### src/rtl/attack_shape_hit_test_unit_assert.svh
// assertion macros shared by the attack shape hit test rtl
// no dependencies; included by modules that carry assertions
`ifndef ATTACK_SHAPE_HIT_TEST_UNIT_ASSERT_SVH
`define ATTACK_SHAPE_HIT_TEST_UNIT_ASSERT_SVH

// same-cycle implication, disabled during reset
`define ASHT_HOLDS(label, clk, rst, ante, cons) \
  label: assert property (@(posedge clk) disable iff (rst) (ante) |-> (cons)) \
    else $error("asht check failed");

// next-cycle implication, disabled during reset
`define ASHT_NEXT(label, clk, rst, ante, cons) \
  label: assert property (@(posedge clk) disable iff (rst) (ante) |=> (cons)) \
    else $error("asht check failed");

`endif

### src/rtl/asht_pkg.sv
// shared types and constants for the attack shape hit test
// no dependencies
`default_nettype none

package asht_pkg;

  // pipeline depth from accept to result register
  localparam int unsigned NumStages = 10;
  localparam int unsigned NumTrig   = 7;

  // quarter-wave sine polynomial, q14
  localparam logic [14:0] SinA        = 15'd25736;
  localparam logic [13:0] SinB        = 14'd10512;
  localparam logic [10:0] SinC        = 11'd1160;
  localparam logic [15:0] QuarterTurn = 16'd16384;
  localparam logic [14:0] QuarterZ    = 15'd16384;

  // shape kinds; the last code is unused and never hits
  typedef enum logic [1:0] {
    ACT_CIRCLE = 2'd0,
    ACT_RECT   = 2'd1,
    ACT_SECTOR = 2'd2,
    ACT_NONE   = 2'd3
  } action_t;

  // one input item
  typedef struct packed {
    logic [1:0]         action;
    logic signed [23:0] shape_x;
    logic signed [23:0] shape_z;
    logic [15:0]        shape_radius;
    logic [15:0]        half_width;
    logic [15:0]        half_length;
    logic [15:0]        rotation;
    logic [15:0]        half_angle;
    logic signed [23:0] target_x;
    logic signed [23:0] target_z;
    logic [15:0]        target_radius;
    logic [7:0]         target_tag;
  } item_t;

  // per-item values that ride beside the trig lanes
  typedef struct packed {
    logic [1:0]         action;
    logic [15:0]        hw;
    logic [15:0]        hl;
    logic [15:0]        tr;
    logic               ha_big;
    logic [7:0]         tag;
    logic signed [24:0] dx;
    logic signed [24:0] dz;
    logic [48:0]        dd;
    logic [33:0]        rs;
    logic [39:0]        r12sq;
  } side_t;

  // sine and cosine values, q2.14
  typedef struct packed {
    logic signed [15:0] s;
    logic signed [15:0] c;
    logic signed [15:0] s1;
    logic signed [15:0] c1;
    logic signed [15:0] s2;
    logic signed [15:0] c2;
    logic signed [15:0] ch;
  } trig_t;

endpackage

`default_nettype wire

### src/rtl/asht_sin.sv
// pipelined binary-angle sine, five register stages, one multiply in each but the first
// depends on asht_pkg
`default_nettype none

module asht_sin import asht_pkg::*; (
  input  logic               clk,
  input  logic               en,
  input  logic [15:0]        angle,
  output logic signed [15:0] value
);

  logic [14:0] z_in;
  logic [14:0] z0, z1, z2, z3;
  logic        n0, n1, n2, n3;
  logic [14:0] zz1, zz2;
  logic [13:0] t2;
  logic [14:0] u3;
  logic [29:0] sq;
  logic [25:0] pc;
  logic [28:0] pt;
  logic [29:0] pv;
  logic signed [15:0] v_pos;

  // fold the angle into the first quadrant
  assign z_in = angle[14] ? (QuarterZ - {1'b0, angle[13:0]}) : {1'b0, angle[13:0]};

  assign sq    = z0 * z0;
  assign pc    = zz1 * SinC;
  assign pt    = zz2 * t2;
  assign pv    = z3 * u3;
  assign v_pos = $signed(pv[29:14]);

  // polynomial steps
  always_ff @(posedge clk) begin
    if (en) begin
      z0 <= z_in;
      n0 <= angle[15];
      z1  <= z0;
      zz1 <= sq[28:14];
      n1  <= n0;
      z2  <= z1;
      zz2 <= zz1;
      t2  <= SinB - {2'b00, pc[25:14]};
      n2  <= n1;
      z3 <= z2;
      u3 <= SinA - pt[28:14];
      n3 <= n2;
      value <= n3 ? -v_pos : v_pos;
    end
  end

endmodule

`default_nettype wire

### config.mk
export PLATFORM = sky130hd
export DESIGN_NAME = asht_sin
export DESIGN_NICKNAME = d
export VERILOG_FILES = /design/src/rtl/attack_shape_hit_test_unit_assert.svh /design/src/rtl/asht_pkg.sv /design/src/rtl/asht_sin.sv
export SDC_FILE = /design/constraint.sdc
export NUM_CORES = 2
export LEC_CHECK = 0
export ABC_AREA = 0
export BUFFER_PORTS_ARGS = -buffer_cell sky130_fd_sc_hd__buf_2
export CORE_ASPECT_RATIO = 1.5
export CORE_MARGIN = 5
export CORE_UTILIZATION = 48
export DETAILED_ROUTE_END_ITERATION = 10
export MAX_ROUTING_LAYER = met4
export PLACE_DENSITY = 0.67
export SLEW_MARGIN = 20
export SYNTH_ARGS = -nofsm -noshare
export SYNTH_HDL_FRONTEND = slang
export SYNTH_SLANG_ARGS = --single-unit
### constraint.sdc
create_clock -name clk -period 8.8 [get_ports clk]
set_input_delay 0.88 -clock clk [delete_from_list [all_inputs] [get_ports clk]]
set_output_delay 0.88 -clock clk [all_outputs]
set_load 0.005 [all_outputs]
Yosys cells after proc, flatten, opt, wreduce, memory -nomap -nowiden
Index checks and enable logic that the tools add are counted.
{"block": "op_classes", "addsub": 4, "mul": 4, "muxes": 2}
{"cell": "15-bit by 15-bit multiplier with 30-bit output", "n": 1}
{"cell": "15-bit by 14-bit multiplier with 29-bit output", "n": 1}
{"cell": "15-bit by 15-bit multiplier with 29-bit output", "n": 1}
{"cell": "15-bit by 8-bit multiplier with 23-bit output (second input constant)", "n": 1}
{"cell": "16-bit 2-to-1 mux", "n": 1}
{"cell": "16-bit negation", "n": 1}
{"cell": "15-bit by 14-bit subtractor with 15-bit output (first input constant)", "n": 1}
{"cell": "15-bit subtractor (first input constant)", "n": 1}
{"cell": "14-bit 2-to-1 mux", "n": 1}
{"cell": "14-bit by 12-bit subtractor with 14-bit output (first input constant)", "n": 1}
{"block": "word_totals", "reg_bits": 139, "input_bits": 18}

Depth between registers and ports, before layout
{"block": "logic_depth", "depth_word": 3, "depth_mapped": 27, "mapped_depth_nobuf": 26}

Worst setup path before layout
OpenSTA, ideal clock, no wires.
{"block": "synth_path", "kind": "flip-flop to flip-flop", "from": "reg t2[2]", "to": "reg u3[14], data pin", "setup_time_ns": 0.158, "arrival_ns": 7.029, "t_required_ns": 8.642, "slack_ns": 1.613, "path_stages_with_launch": 28, "n_path_buf": 1, "period_less_slack_ns": 7.187, "path_cell_list": "edfxtp_1 -> clkbuf_1 -> and2_1 -> fa_1 -> inv_1 -> fa_1 -> inv_1 -> fa_1 -> inv_1 -> fa_1 -> inv_1 -> fa_1 -> inv_1 -> fa_1 -> inv_1 -> ha_1 -> a211oi_2 -> nand2_1 -> o311a_1 -> o21ai_0 -> a21oi_1 -> or2_2 -> ha_1 -> a211oi_1 -> o21bai_4 -> a21oi_1 -> mux2_2 -> o211ai_1"}
{"block": "synth_between", "elab_chain_cells": 2}
{"element": "from (decl)", "line_no": "asht_sin.sv:16", "source": "logic [13:0] t2;"}
{"element": "from (signal assigned)", "line_no": "asht_sin.sv:43", "source": "t2 <= SinB - {2'b00, pc[25:14]};"}
{"element": "15-bit by 14-bit multiplier with 29-bit output", "line_no": "asht_sin.sv:29", "source": "assign pt = zz2 * t2;"}
{"element": "15-bit subtractor", "line_no": "asht_sin.sv:46", "source": "u3 <= SinA - pt[28:14];"}
{"element": "to (signal assigned)", "line_no": "asht_sin.sv:46"}
{"element": "to (decl)", "line_no": "asht_sin.sv:17", "source": "logic [14:0] u3;"}
No other way between the ends.
A chain may end at the register's enable or synchronous reset.

Worst setup path after layout
{"block": "layout_path", "from": "reg zz2[6]", "to": "reg u3[14], data pin"}
{"block": "layout_between", "elab_chain_cells": 2}
{"element": "from (decl)", "line_no": "asht_sin.sv:15", "source": "logic [14:0] zz1, zz2;"}
{"element": "from (signal assigned)", "line_no": "asht_sin.sv:42", "source": "zz2 <= zz1;"}
{"element": "15-bit by 14-bit multiplier with 29-bit output", "line_no": "asht_sin.sv:29"}
{"element": "15-bit subtractor", "line_no": "asht_sin.sv:46"}
No other way between the ends.

==> flow_metrics.env <==
export IMPL_cts_buffers_inserted=17
export IMPL_reg2reg_to="u3[14]"
export IMPL_drtAntennaViolNets=0
export IMPL_wl_met3_mm=1.430
export IMPL_drc=0
export IMPL_clock_fmax_ghz=0.1292
export IMPL_dr_wl_met2_mm=31.11
export IMPL_wl_per_cell_um=16.29
export IMPL_synth_fp_nets=3489
export IMPL_critPathKind="register to register"
export IMPL_yosysTopAreaCellShare_pct=35.25
export IMPL_maxCapViolCount=0
export IMPL_yosysSeqAreaShare_pct=15.91
export IMPL_start_util_pct=48.24
export IMPL_ys_seq_elements=139
export IMPL_critPathMaxStageDelay_ns=0.63
export IMPL_avgSynthCellArea_sq_um=9.760
export IMPL_die_y_um=296.3
export IMPL_coreArea_sq_um=54390
export IMPL_grt_max_degree=72
export IMPL_post_dp_cell_area_sq_um=27010
export IMPL_min_to="z3[13]"
export IMPL_clk_pin_slew_ns=0.07
export IMPL_yosysTopAreaCell="fa_1"
export IMPL_setup_viol=0
export IMPL_area_growth_pct=5.246
export IMPL_required_ns=9.10
export IMPL_async_flop_share_pct=0
export IMPL_num_rows=105
export IMPL_reg2reg_depth=26
export IMPL_routed_top_layer="met4"
export IMPL_critPathTopFamily="adder cells"
export IMPL_cp_max_fo=14
export IMPL_clkLatencyLatePin_ns=0.46
export IMPL_layout_drive_gt1_share_pct=3.401
export IMPL_min_from="z2[13]"
export IMPL_hold_depth=0
export IMPL_status="finished clean"
export IMPL_fin_skew_ns=0.01256
export IMPL_synth_cell_types=70
export IMPL_nets=3464
export IMPL_die_w_um=200.9
export IMPL_post_place_cells=3339
export IMPL_clock_sinks=139
export IMPL_ff2ff_setup_slack_ns=1.06
export IMPL_routabilityCongestion=0.8848
export IMPL_hold_viol_final=0
export IMPL_ios=34
export IMPL_final_cell_area_sq_um=27610
export IMPL_cts_resized=0
export IMPL_arrival_ns=8.04
export IMPL_root_buffer="clkbuf_16"
export IMPL_reg2reg_from="zz2[6]"
export IMPL_hp_class="register to register"
export IMPL_grt_pass1_wl_mm=94.23
export IMPL_relSlewSlack_pct=40.62
export IMPL_drt_first_pass_iters=4
export IMPL_min_period_ns=7.740
export IMPL_synth_edf_count=139
export IMPL_fillCellCount=4964
export IMPL_dieArea_sq_um=59530
export IMPL_gr_usage_all_layers_pct=19.89
export IMPL_htreeDepth=4
export IMPL_tightest_slew_ns=0.8907
export IMPL_antenna_found_initial=0
export IMPL_cts_hold_buffers_added=0
export IMPL_end_kind="register"
export IMPL_yosysWarnings=0
export IMPL_dp_hpwl_mm=46.09
export IMPL_dr_total_vias=17860
export IMPL_syn_area_sq_um=26240
export IMPL_overflow=0
export IMPL_diodes=0
export IMPL_syn_inst=2688
export IMPL_clockBufferDepth=2
export IMPL_viasPerCell=5.297
export IMPL_finalNonFillerCells=3371
export IMPL_tns_ns=0
export IMPL_met1Wirelength_mm=20.33
export IMPL_postCtsSetupBuffers=0
export IMPL_drt_iter0_drc=601
export IMPL_synthTopCellsByArea="fa_1 35%, edfxtp_1 16%, ha_1 15%"
export IMPL_drt_total_wl_mm=54.93
export IMPL_drv_slew=0
export IMPL_fin_crit_sh_pct=87.96
export IMPL_rsz0062_at_grt="false"
export IMPL_io_buffers=33
export IMPL_crit_buf_inv=6
export IMPL_synth_flop_cell="edfxtp_1"
export IMPL_first_global_vias=20190
export IMPL_crit_slowest_cell="edfxtp_1"
export IMPL_critPathLaunchType="register"
export IMPL_cts_tree="done"
==> cells in the final DEF (no fill, tap or decap), drive strengths merged, types with 12 or more instances in the layout <==
cell type,count
a21o,16
a21oi,58
and2,274
buf,38
clkbuf,17
edfxtp,139
fa,462
ha,321
inv,606
nand2,309
nand3,22
nand4,12
nor2,57
nor3,21
o21ai,46
or2,12
xnor2,75
xor2,22
==> worst reg2reg max path: stages (launching register included) <==
cell and delay, ns:
edfxtp_1 0.63, and2_1 0.27, fa_1 0.51, inv_1 0.05, fa_1 0.47, inv_1 0.05, fa_1 0.50, inv_1 0.06
fa_1 0.53, inv_1 0.05, fa_1 0.47, inv_1 0.05, fa_1 0.47, inv_1 0.04, ha_1 0.21, a211oi_2 0.24
nand2_1 0.10, o311a_1 0.40, o21ai_0 0.22, a21oi_1 0.11, or2_2 0.31, ha_1 0.23, a211oi_1 0.56, o21bai_4 0.17
a21oi_1 0.42, mux2_2 0.39, o211ai_1 0.09
==> state kept, by name, indices dropped and copies added (netlist names) <==
signal / count
z3: 15
u3: 15
n1: 1
z2: 15
zz2: 15
t2: 14
z0: 15
n3: 1
z1: 15
value: 16
n0: 1
zz1: 15
n2: 1
==> cell type report <==
class                      count  area (sq um)  area share [%]
clock buffer                  17         425.4           1.541
clock inverter                15         175.2          0.6344
inverter                     597          2241           8.116
multi-input combinational   1870         19520           70.69
sequential                   139          4174           15.12
tap                          695         869.6           3.149
timing repair buffer          38         209.0          0.7567
==> Yosys cell counts (16+ instances only) <==
master,number
nand3_1,22
ha_1,321
a21o_1,16
nor3_1,21
fa_1,462
clkbuf_1,82
edfxtp_1,139
xor2_1,22
xnor2_1,75
and2_1,274
nand2_1,309
inv_1,597
a21oi_1,58
nor2_1,57
o21ai_0,35
==> stage by stage <==
| stage | setup WS (ns) | util (%) | hold slack (ns) |
|---|---|---|---|
| 3_5_place_dp | 1.042 | 49.65 | 0.4045 |
| 4_1_cts | 1.019 | 50.76 | 0.4155 |
| 2_1_floorplan | 1.613 | - | 0.4003 |
| 3_3_place_gp | 1.130 | 49.65 | 0.4009 |
| 5_1_grt | 0.5710 | 50.77 | 0.4218 |
| 6_report | 1.060 | 50.77 | 0.4129 |
==> worst max-delay path by stage <==
stage | start | to | slack [ns] | cells past startpoint
global route | zz2[7] | u3[14] | 0.57 | 26
floorplan | t2[2] | u3[14] | 1.61 | 27
detailed placement | t2[2] | u3[14] | 1.04 | 26
finish | zz2[6] | u3[14] | 1.06 | 26
CTS | t2[2] | u3[14] | 1.02 | 26
global placement | zz2[7] | u3[14] | 1.13 | 26
==> layer usage <==
metal,track usage [%],vias to the layer above
met2,38.56,337
met3,2.443,144
met5,-,-
li1,-,8294
met1,20.17,9081
met4,8.231,0
==> cells by family after synthesis <==
group,Yosys count,share of synthesized area (%)
flops,139,15.91
xor+xnor,97,3.238
simple gates,768,14.80
compound gates,214,5.456
fa+ha+maj,783,50.56
buf+inv,679,9.715
mux,8,0.3148
Power is left out: the tool's default activity adds up to more than one toggle a clock period on the data nets, which glitch-free logic cannot reach.
