--- src/rtl/attack_shape_hit_test_unit_assert.svh ---
// assertion macros shared by the attack shape hit test rtl
// no dependencies; included by modules that carry assertions
`ifndef ATTACK_SHAPE_HIT_TEST_UNIT_ASSERT_SVH
`define ATTACK_SHAPE_HIT_TEST_UNIT_ASSERT_SVH

// same-cycle implication, disabled during reset
`define ASHT_HOLDS(label, clk, rst, ante, cons) \
  label: assert property (@(posedge clk) disable iff (rst) (ante) |-> (cons)) \
    else $error("asht check failed");

// next-cycle implication, disabled during reset
`define ASHT_NEXT(label, clk, rst, ante, cons) \
  label: assert property (@(posedge clk) disable iff (rst) (ante) |=> (cons)) \
    else $error("asht check failed");

`endif

--- src/rtl/asht_pkg.sv ---
// shared types and constants for the attack shape hit test
// no dependencies
`default_nettype none

package asht_pkg;

  // pipeline depth from accept to result register
  localparam int unsigned NumStages = 10;
  localparam int unsigned NumTrig   = 7;

  // quarter-wave sine polynomial, q14
  localparam logic [14:0] SinA        = 15'd25736;
  localparam logic [13:0] SinB        = 14'd10512;
  localparam logic [10:0] SinC        = 11'd1160;
  localparam logic [15:0] QuarterTurn = 16'd16384;
  localparam logic [14:0] QuarterZ    = 15'd16384;

  // shape kinds; the last code is unused and never hits
  typedef enum logic [1:0] {
    ACT_CIRCLE = 2'd0,
    ACT_RECT   = 2'd1,
    ACT_SECTOR = 2'd2,
    ACT_NONE   = 2'd3
  } action_t;

  // one input item
  typedef struct packed {
    logic [1:0]         action;
    logic signed [23:0] shape_x;
    logic signed [23:0] shape_z;
    logic [15:0]        shape_radius;
    logic [15:0]        half_width;
    logic [15:0]        half_length;
    logic [15:0]        rotation;
    logic [15:0]        half_angle;
    logic signed [23:0] target_x;
    logic signed [23:0] target_z;
    logic [15:0]        target_radius;
    logic [7:0]         target_tag;
  } item_t;

  // per-item values that ride beside the trig lanes
  typedef struct packed {
    logic [1:0]         action;
    logic [15:0]        hw;
    logic [15:0]        hl;
    logic [15:0]        tr;
    logic               ha_big;
    logic [7:0]         tag;
    logic signed [24:0] dx;
    logic signed [24:0] dz;
    logic [48:0]        dd;
    logic [33:0]        rs;
    logic [39:0]        r12sq;
  } side_t;

  // sine and cosine values, q2.14
  typedef struct packed {
    logic signed [15:0] s;
    logic signed [15:0] c;
    logic signed [15:0] s1;
    logic signed [15:0] c1;
    logic signed [15:0] s2;
    logic signed [15:0] c2;
    logic signed [15:0] ch;
  } trig_t;

endpackage

`default_nettype wire

--- src/rtl/asht_front.sv ---
// offsets, squared distance and squared radius sums, stages one to five
// depends on asht_pkg
`default_nettype none

module asht_front import asht_pkg::*; (
  input  logic  clk,
  input  logic  en,
  input  item_t item,
  output side_t side
);

  logic signed [24:0] dx_next, dz_next;
  logic signed [24:0] dx1, dz1, dx2, dz2;
  logic [15:0] sr1, tr1, hw1, hl1, tr2, hw2, hl2;
  logic        hab1, hab2;
  logic [1:0]  act1, act2;
  logic [7:0]  tag1, tag2;
  logic signed [24:0] dx_neg, dz_neg;
  logic [23:0] dx_mag, dz_mag;
  logic [16:0] rsum;
  logic [19:0] r12;
  logic [47:0] dxsq2, dzsq2;
  logic [33:0] rs2;
  logic [39:0] r12sq2;
  side_t s3, s4;

  assign dx_next = $signed({item.target_x[23], item.target_x})
                 - $signed({item.shape_x[23], item.shape_x});
  assign dz_next = $signed({item.target_z[23], item.target_z})
                 - $signed({item.shape_z[23], item.shape_z});

  assign dx_neg = -dx1;
  assign dz_neg = -dz1;
  assign dx_mag = dx1[24] ? dx_neg[23:0] : dx1[23:0];
  assign dz_mag = dz1[24] ? dz_neg[23:0] : dz1[23:0];
  assign rsum   = {1'b0, sr1} + {1'b0, tr1};
  assign r12    = {tr1, 4'b0000};

  always_ff @(posedge clk) begin
    if (en) begin
      // stage 1: offsets
      dx1  <= dx_next;
      dz1  <= dz_next;
      sr1  <= item.shape_radius;
      tr1  <= item.target_radius;
      hw1  <= item.half_width;
      hl1  <= item.half_length;
      hab1 <= item.half_angle[15];
      act1 <= item.action;
      tag1 <= item.target_tag;
      // stage 2: squares
      dxsq2  <= dx_mag * dx_mag;
      dzsq2  <= dz_mag * dz_mag;
      rs2    <= rsum * rsum;
      r12sq2 <= r12 * r12;
      dx2  <= dx1;
      dz2  <= dz1;
      tr2  <= tr1;
      hw2  <= hw1;
      hl2  <= hl1;
      hab2 <= hab1;
      act2 <= act1;
      tag2 <= tag1;
      // stage 3: squared distance
      s3.action <= act2;
      s3.hw     <= hw2;
      s3.hl     <= hl2;
      s3.tr     <= tr2;
      s3.ha_big <= hab2;
      s3.tag    <= tag2;
      s3.dx     <= dx2;
      s3.dz     <= dz2;
      s3.dd     <= {1'b0, dxsq2} + {1'b0, dzsq2};
      s3.rs     <= rs2;
      s3.r12sq  <= r12sq2;
      // stages 4 and 5: wait for the trig lanes
      s4   <= s3;
      side <= s4;
    end
  end

endmodule

`default_nettype wire

--- config.mk ---
export PLATFORM = sky130hd
export DESIGN_NAME = asht_front
export DESIGN_NICKNAME = d
export VERILOG_FILES = /design/src/rtl/attack_shape_hit_test_unit_assert.svh /design/src/rtl/asht_pkg.sv /design/src/rtl/asht_front.sv
export SDC_FILE = /design/constraint.sdc
export NUM_CORES = 2
export LEC_CHECK = 0
export BUFFER_PORTS_ARGS = -buffer_cell sky130_fd_sc_hd__buf_2
export CORE_MARGIN = 5
export CORE_UTILIZATION = 59
export DETAILED_ROUTE_END_ITERATION = 7
export PLACE_DENSITY = 0.77
export SYNTH_ARGS = -nofsm -noshare
export SYNTH_HDL_FRONTEND = slang
export SYNTH_SLANG_ARGS = --single-unit
--- constraint.sdc ---
create_clock -name clk -period 12.6 [get_ports clk]
set_input_delay 0.63 -clock clk [delete_from_list [all_inputs] [get_ports clk]]
set_output_delay 0.63 -clock clk [all_outputs]
set_load 0.005 [all_outputs]
Word level (Yosys, flattened, before mapping)
Index checks and enable logic that the tools add are counted.
Storage, ports and cells
  flip-flop bits (word level): 1068
  bits of input ports: 204
  output and inout bits: 232
Cells by class
  add/sub/neg operators: 6
  multipliers: 4
  muxes and demuxes: 2
Operator list (count)
  $mul 24x24->48: 2
  $sub 24x24->25: 2
  $add 48x48->49: 1
  $mux 24: 2
  $neg 24->24: 2
  $mul 17x17->34: 1
  $mul 16x16->32: 1
  $add 16x16->17: 1

Depth between registers and ports, before layout
  depth in word-level cells: 3
  mapped depth: 38
  depth with buffers taken out: 35

Worst setup path after synthesis
OpenSTA, ideal clock, no wires.
  path kind: reg2reg
  start: register dx1[0]
  end: register dxsq2[44], data pin
  setup time: 264 ps
  arrival time: 8640 ps
  path slack: 3697 ps
  stages on the path, launching flop included: 34
  buffers on the path: 4
  clock period less this slack: 8903 ps
  cells stage by stage: edfxtp_1 > clkbuf_1 > clkinv_1 > clkbuf_1 > ha_1 > nand4_1 > o21ai_0 > nand2_1 > xnor2_1 > clkinv_1 > clkbuf_1 > nand2_1 > fa_1 > inv_1 > fa_1 > fa_1 > fa_1 > inv_1 > fa_1 > fa_1 > inv_1 > fa_1 > ha_1 > clkbuf_1 > and4_1 > and3_1 > a221oi_1 > a21oi_1 > a211o_1 > o211ai_1 > a21boi_1 > a31o_2 > a221oi_1 > xnor2_1
Between the ends
  cells in the longest elaborated chain, start to end: 3
RTL lines
  from (decl): RTL line asht_front.sv:13  | logic signed [24:0] dx1, dz1, dx2, dz2;
  from (signal assigned): RTL line asht_front.sv:42  | dx1 <= dx_next;
  $neg 24->24: RTL line asht_front.sv:32  | assign dx_neg = -dx1;
  $mux 24 *: RTL line asht_front.sv:34  | assign dx_mag = dx1[24] ? dx_neg[23:0] : dx1[23:0];
  $mul 24x24->48 *: RTL line asht_front.sv:52  | dxsq2 <= dx_mag * dx_mag;
  to (signal assigned): RTL line asht_front.sv:52
  to (decl): RTL line asht_front.sv:22  | logic [47:0] dxsq2, dzsq2;
Mark *: on every way between the ends. The rest lies on a longest branch, timed or not.
A chain may end at the register's enable or synchronous reset.

Worst setup path after layout
  start: register tr1[2]
  end: register rs2[32], data pin
Between the ends
  cells in the longest elaborated chain, start to end: 2
RTL lines
  from (decl): RTL line asht_front.sv:14  | logic [15:0] sr1, tr1, hw1, hl1, tr2, hw2, hl2;
  from (signal assigned): RTL line asht_front.sv:45  | tr1 <= item.target_radius;
  $add 16x16->17: RTL line asht_front.sv:36  | assign rsum = {1'b0, sr1} + {1'b0, tr1};
  $mul 17x17->34: RTL line asht_front.sv:54  | rs2 <= rsum * rsum;
  to (signal assigned): RTL line asht_front.sv:54
  to (decl): RTL line asht_front.sv:23  | logic [33:0] rs2;
Every way passes these cells.

==> impl_results.rst <==
.. list-table::
   :header-rows: 1

   * - Metric
     - Value
   * - Hold Path Sink
     - hw1[4]
   * - Post-CTS Repair Setup Buffers
     - 0
   * - Normalized max-slew margin
     - 0.173
   * - Residual antenna-violating net count after detailed routing
     - 0
   * - CP required
     - 13.04 ns
   * - CP Data Arrival Time
     - 10.81 ns
   * - Final Max Slew Viols
     - 0
   * - Routability Congestion
     - 0.920
   * - Start point of the critical path
     - tr1[2]
   * - Total clock sinks
     - 1052
   * - Crit path max fanout
     - 19
   * - Dominant cell type by count on the critical path
     - sky130_fd_sc_hd__fa_1
   * - Global-route wire length before repair
     - around 280000 um
   * - GRT overflow
     - 0
   * - Via-to-Cell Ratio
     - 5.37
   * - Chip width
     - 387 um
   * - Final TNS setup
     - 0 ns
   * - Syn Std Cell Area
     - 0.0840 sq mm
   * - Reg2Reg Capture Point
     - rs2[32]
   * - Clock transition at the registers of the reported paths
     - 0.06 ns
   * - Synthesized area divided by synthesized cell count
     - 11.8 sq um
   * - Tmin final
     - 10.37 ns
   * - Beginning of the worst register-to-register path
     - tr1[2]
   * - # nets final
     - 9659
   * - Count of unique library cells instantiated by Yosys
     - 76
   * - Path class of the lowest-slack min-delay path
     - in2reg
   * - Number of antenna violations at the first check in global routing
     - 2
   * - Die area
     - 0.150 sq mm
   * - Bufs and invs on worst path
     - 6
   * - Area of the placeable core
     - 0.142 sq mm
   * - Placed wire-length estimate after detailed placement
     - 131000 um
   * - CTS tree
     - done
   * - Wire per inst
     - 17.8 um
   * - Max-cap violation count
     - 0
   * - CTS root buf
     - sky130_fd_sc_hd__clkbuf_16
   * - Fraction of the cycle the final worst path needs
     - 0.823
   * - Count of routing violations after the opening detailed-route iteration
     - 3101
   * - Outcome
     - completed
   * - Count of input and output buffers
     - 394
   * - Cell depth of the worst hold path
     - 1
   * - Cells on worst reg2reg path
     - 31
   * - Final-layout fill cell count
     - about 11000
   * - Setup Crit Path Kind
     - reg2reg
   * - Share of synthesized registers carrying an async set or reset
     - 0
   * - Number of synthesized register bits
     - 1052
   * - Number of flops mapped to enable cells by yosys
     - 1052
   * - Crit path max-delay cell type
     - sky130_fd_sc_hd__edfxtp_1
   * - Vias in the first global route
     - between 50000 and 60000
   * - Setup WS pre-CTS
     - 2.45 ns
   * - Launching element type of the critical path
     - flop
   * - Source of the worst hold timing path
     - item[124]
   * - Total Routing Usage GR
     - 0.233
   * - Deepest level of the CTS H-tree
     - 3
   * - Clock buffer depth
     - 3
   * - First-pass detailed-route iteration total
     - 7
   * - Cell class contributing the biggest share of worst-path delay
     - adder cells
   * - Later-pin clock latency in the skew report
     - 0.74 ns
   * - Cell count after synthesis
     - 7140
   * - Final worst-path setup slack
     - ~2.2 ns
   * - Layout area overhead
     - 9.48%
   * - Unrepaired setup endpoints after global routing
     - false
   * - Worst setup EP type
     - flop
   * - Number of setup violations in the final report
     - 0
   * - Detailed-route via count
     - 51400
   * - Fraction of layout cells with a size suffix above 1
     - 0.0879
   * - Clock skew after layout
     - 0.0532 ns
   * - CTS Buf Count
     - 101
   * - Quantity of gates resized following cts
     - 0
   * - Synthesis Warnings
     - 0
   * - DRC errors left
     - 0
   * - Largest net degree at the start of global routing
     - between 150 and 200
   * - Timing-limited maximum frequency
     - 96.4 MHz
   * - Sequential element share of the synthesized area
     - 0.376
   * - Starting density of the core
     - 0.593
   * - Actual transition at the worst max-transition pin
     - around 1.2 ns
   * - Primary flip-flop cell chosen by synthesis mapping
     - sky130_fd_sc_hd__edfxtp_1
   * - Total Wirelength
     - 170000 um
   * - Top-Level Pins
     - 436
   * - Vert. Die Dim
     - 387 um
   * - FF-to-FF setup slack
     - 2.23 ns
   * - Number of core rows
     - 138
   * - Stage delay of the slowest cell on the critical path
     - between 0.8 and 0.9 ns
   * - Final Hold Viols
     - 0
==> per-layer routing <==
metal | track usage | wire [um] | vias up
li1 | - | - | 23500
met1 | 0.293 | 65100 | 25700
met2 | 0.402 | 85100 | 1713
met3 | 0.0443 | 13000 | 449
met4 | 0.0917 | 6790 | 2
met5 | 0 | 13 | -
==> Yosys cell counts (all sizes together), types with 9 or more instances <==
master | n | area [sq um]
a211o | 9 | 78.8
a211oi | 18 | 135
a21boi | 9 | 67.6
a21o | 123 | 923
a21oi | 181 | 906
a221oi | 15 | 131
a31oi | 22 | 138
and2 | 55 | 344
and3 | 26 | 163
buf | 12 | 90.1
clkbuf | 127 | 477
clkinv | 13 | 48.8
edfxtp | 1052 | 31600
fa | 1205 | 24100
ha | 653 | 8170
inv | 1746 | 6550
nand2 | 568 | 2130
nand2b | 34 | 220
nand3 | 56 | 280
nand4 | 20 | 125
nor2 | 487 | 1840
nor2b | 41 | 257
nor3 | 36 | 180
o211ai | 16 | 120
o21a | 34 | 255
o21ai | 87 | 439
o21bai | 24 | 180
o31a | 9 | 78.8
o31ai | 22 | 179
o41ai | 9 | 78.8
or2 | 12 | 75.1
or3 | 17 | 106
xnor2 | 192 | 1700
xor2 | 109 | 973
==> flip-flops by register name, indices dropped and copies added (netlist names), 25 cells and up <==
signal,cells
s3,221
s4,221
side,221
dxsq2,46
dzsq2,46
rs2,33
r12sq2,30
dx1,25
dx2,25
dz1,25
dz2,25
==> placed cells by master, fill, tap and decap left out, types with 21 or more instances in the layout <==
| cell | instances |
|---|---|
| sky130_fd_sc_hd__clkbuf_16 | 101 |
| sky130_fd_sc_hd__nor2_1 | 486 |
| sky130_fd_sc_hd__nand2_1 | 568 |
| sky130_fd_sc_hd__clkinv_1 | 32 |
| sky130_fd_sc_hd__buf_4 | 83 |
| sky130_fd_sc_hd__buf_2 | 393 |
| sky130_fd_sc_hd__edfxtp_1 | 1052 |
| sky130_fd_sc_hd__o21bai_1 | 24 |
| sky130_fd_sc_hd__a31oi_1 | 22 |
| sky130_fd_sc_hd__xnor2_1 | 180 |
| sky130_fd_sc_hd__a21o_1 | 123 |
| sky130_fd_sc_hd__nand3_1 | 56 |
| sky130_fd_sc_hd__and2_1 | 55 |
| sky130_fd_sc_hd__a21oi_1 | 181 |
| sky130_fd_sc_hd__nor2b_1 | 41 |
| sky130_fd_sc_hd__inv_1 | 1742 |
| sky130_fd_sc_hd__clkbuf_1 | 22 |
| sky130_fd_sc_hd__ha_1 | 653 |
| sky130_fd_sc_hd__o21a_1 | 34 |
| sky130_fd_sc_hd__fa_1 | 1205 |
| sky130_fd_sc_hd__nand2b_1 | 33 |
| sky130_fd_sc_hd__o31ai_1 | 21 |
| sky130_fd_sc_hd__xor2_1 | 104 |
| sky130_fd_sc_hd__and3_1 | 26 |
| sky130_fd_sc_hd__o21ai_0 | 84 |
| sky130_fd_sc_hd__nor3_1 | 36 |
==> cells by family after synthesis <==
logic type / share of synthesized area
other: 0.0000446
multiplexers: 0.000864
AND/OR/NAND/NOR: 0.0714
adder cells (fa/ha/maj): 0.384
AO/OA/AOI/OAI: 0.0503
flip-flops: 0.376
XOR/XNOR: 0.0318
buffers and inverters: 0.0853
==> per-stage QoR <==
step           cells  area, sq um  hold WS [ns]  utilization
6_report        9571        92000        0.0798        0.650
3_5_place_dp    9381        88700         0.405        0.626
5_1_grt         9569        92000        0.0316        0.650
3_3_place_gp    9381        88700         0.401        0.626
4_1_cts         9569        92000      0.000347        0.650
2_1_floorplan   7149        84100         0.400            -
==> repair_timing <==
item	4_1_cts	5_1_grt
hold endpoints to repair	3	0
endpoints found under the setup margin	0	0
hold buffers	3	0
==> layout make-up <==
class | count | area, sq um | area share
antenna | 2 | 5.00 | 0.0000544
clock inverter | 62 | 694 | 0.00755
sequential | 1052 | 31600 | 0.343
clock buffer | 123 | 2610 | 0.0284
timing repair buffer | 484 | 2720 | 0.0295
inverter | 1759 | 6600 | 0.0718
tap | 1890 | 2360 | 0.0257
multi-input combinational | 4199 | 45400 | 0.494
==> worst max path at each step <==
stage,to,cells after the start
after floorplan,dxsq2[44],33
after global placement,rs2[32],31
after detailed placement,rs2[32],31
after CTS,rs2[32],31
after global routing,rs2[32],31
final,rs2[32],31
Power is left out: the tool's default activity adds up to more than one toggle a clock period on the data nets, which glitch-free logic cannot reach.
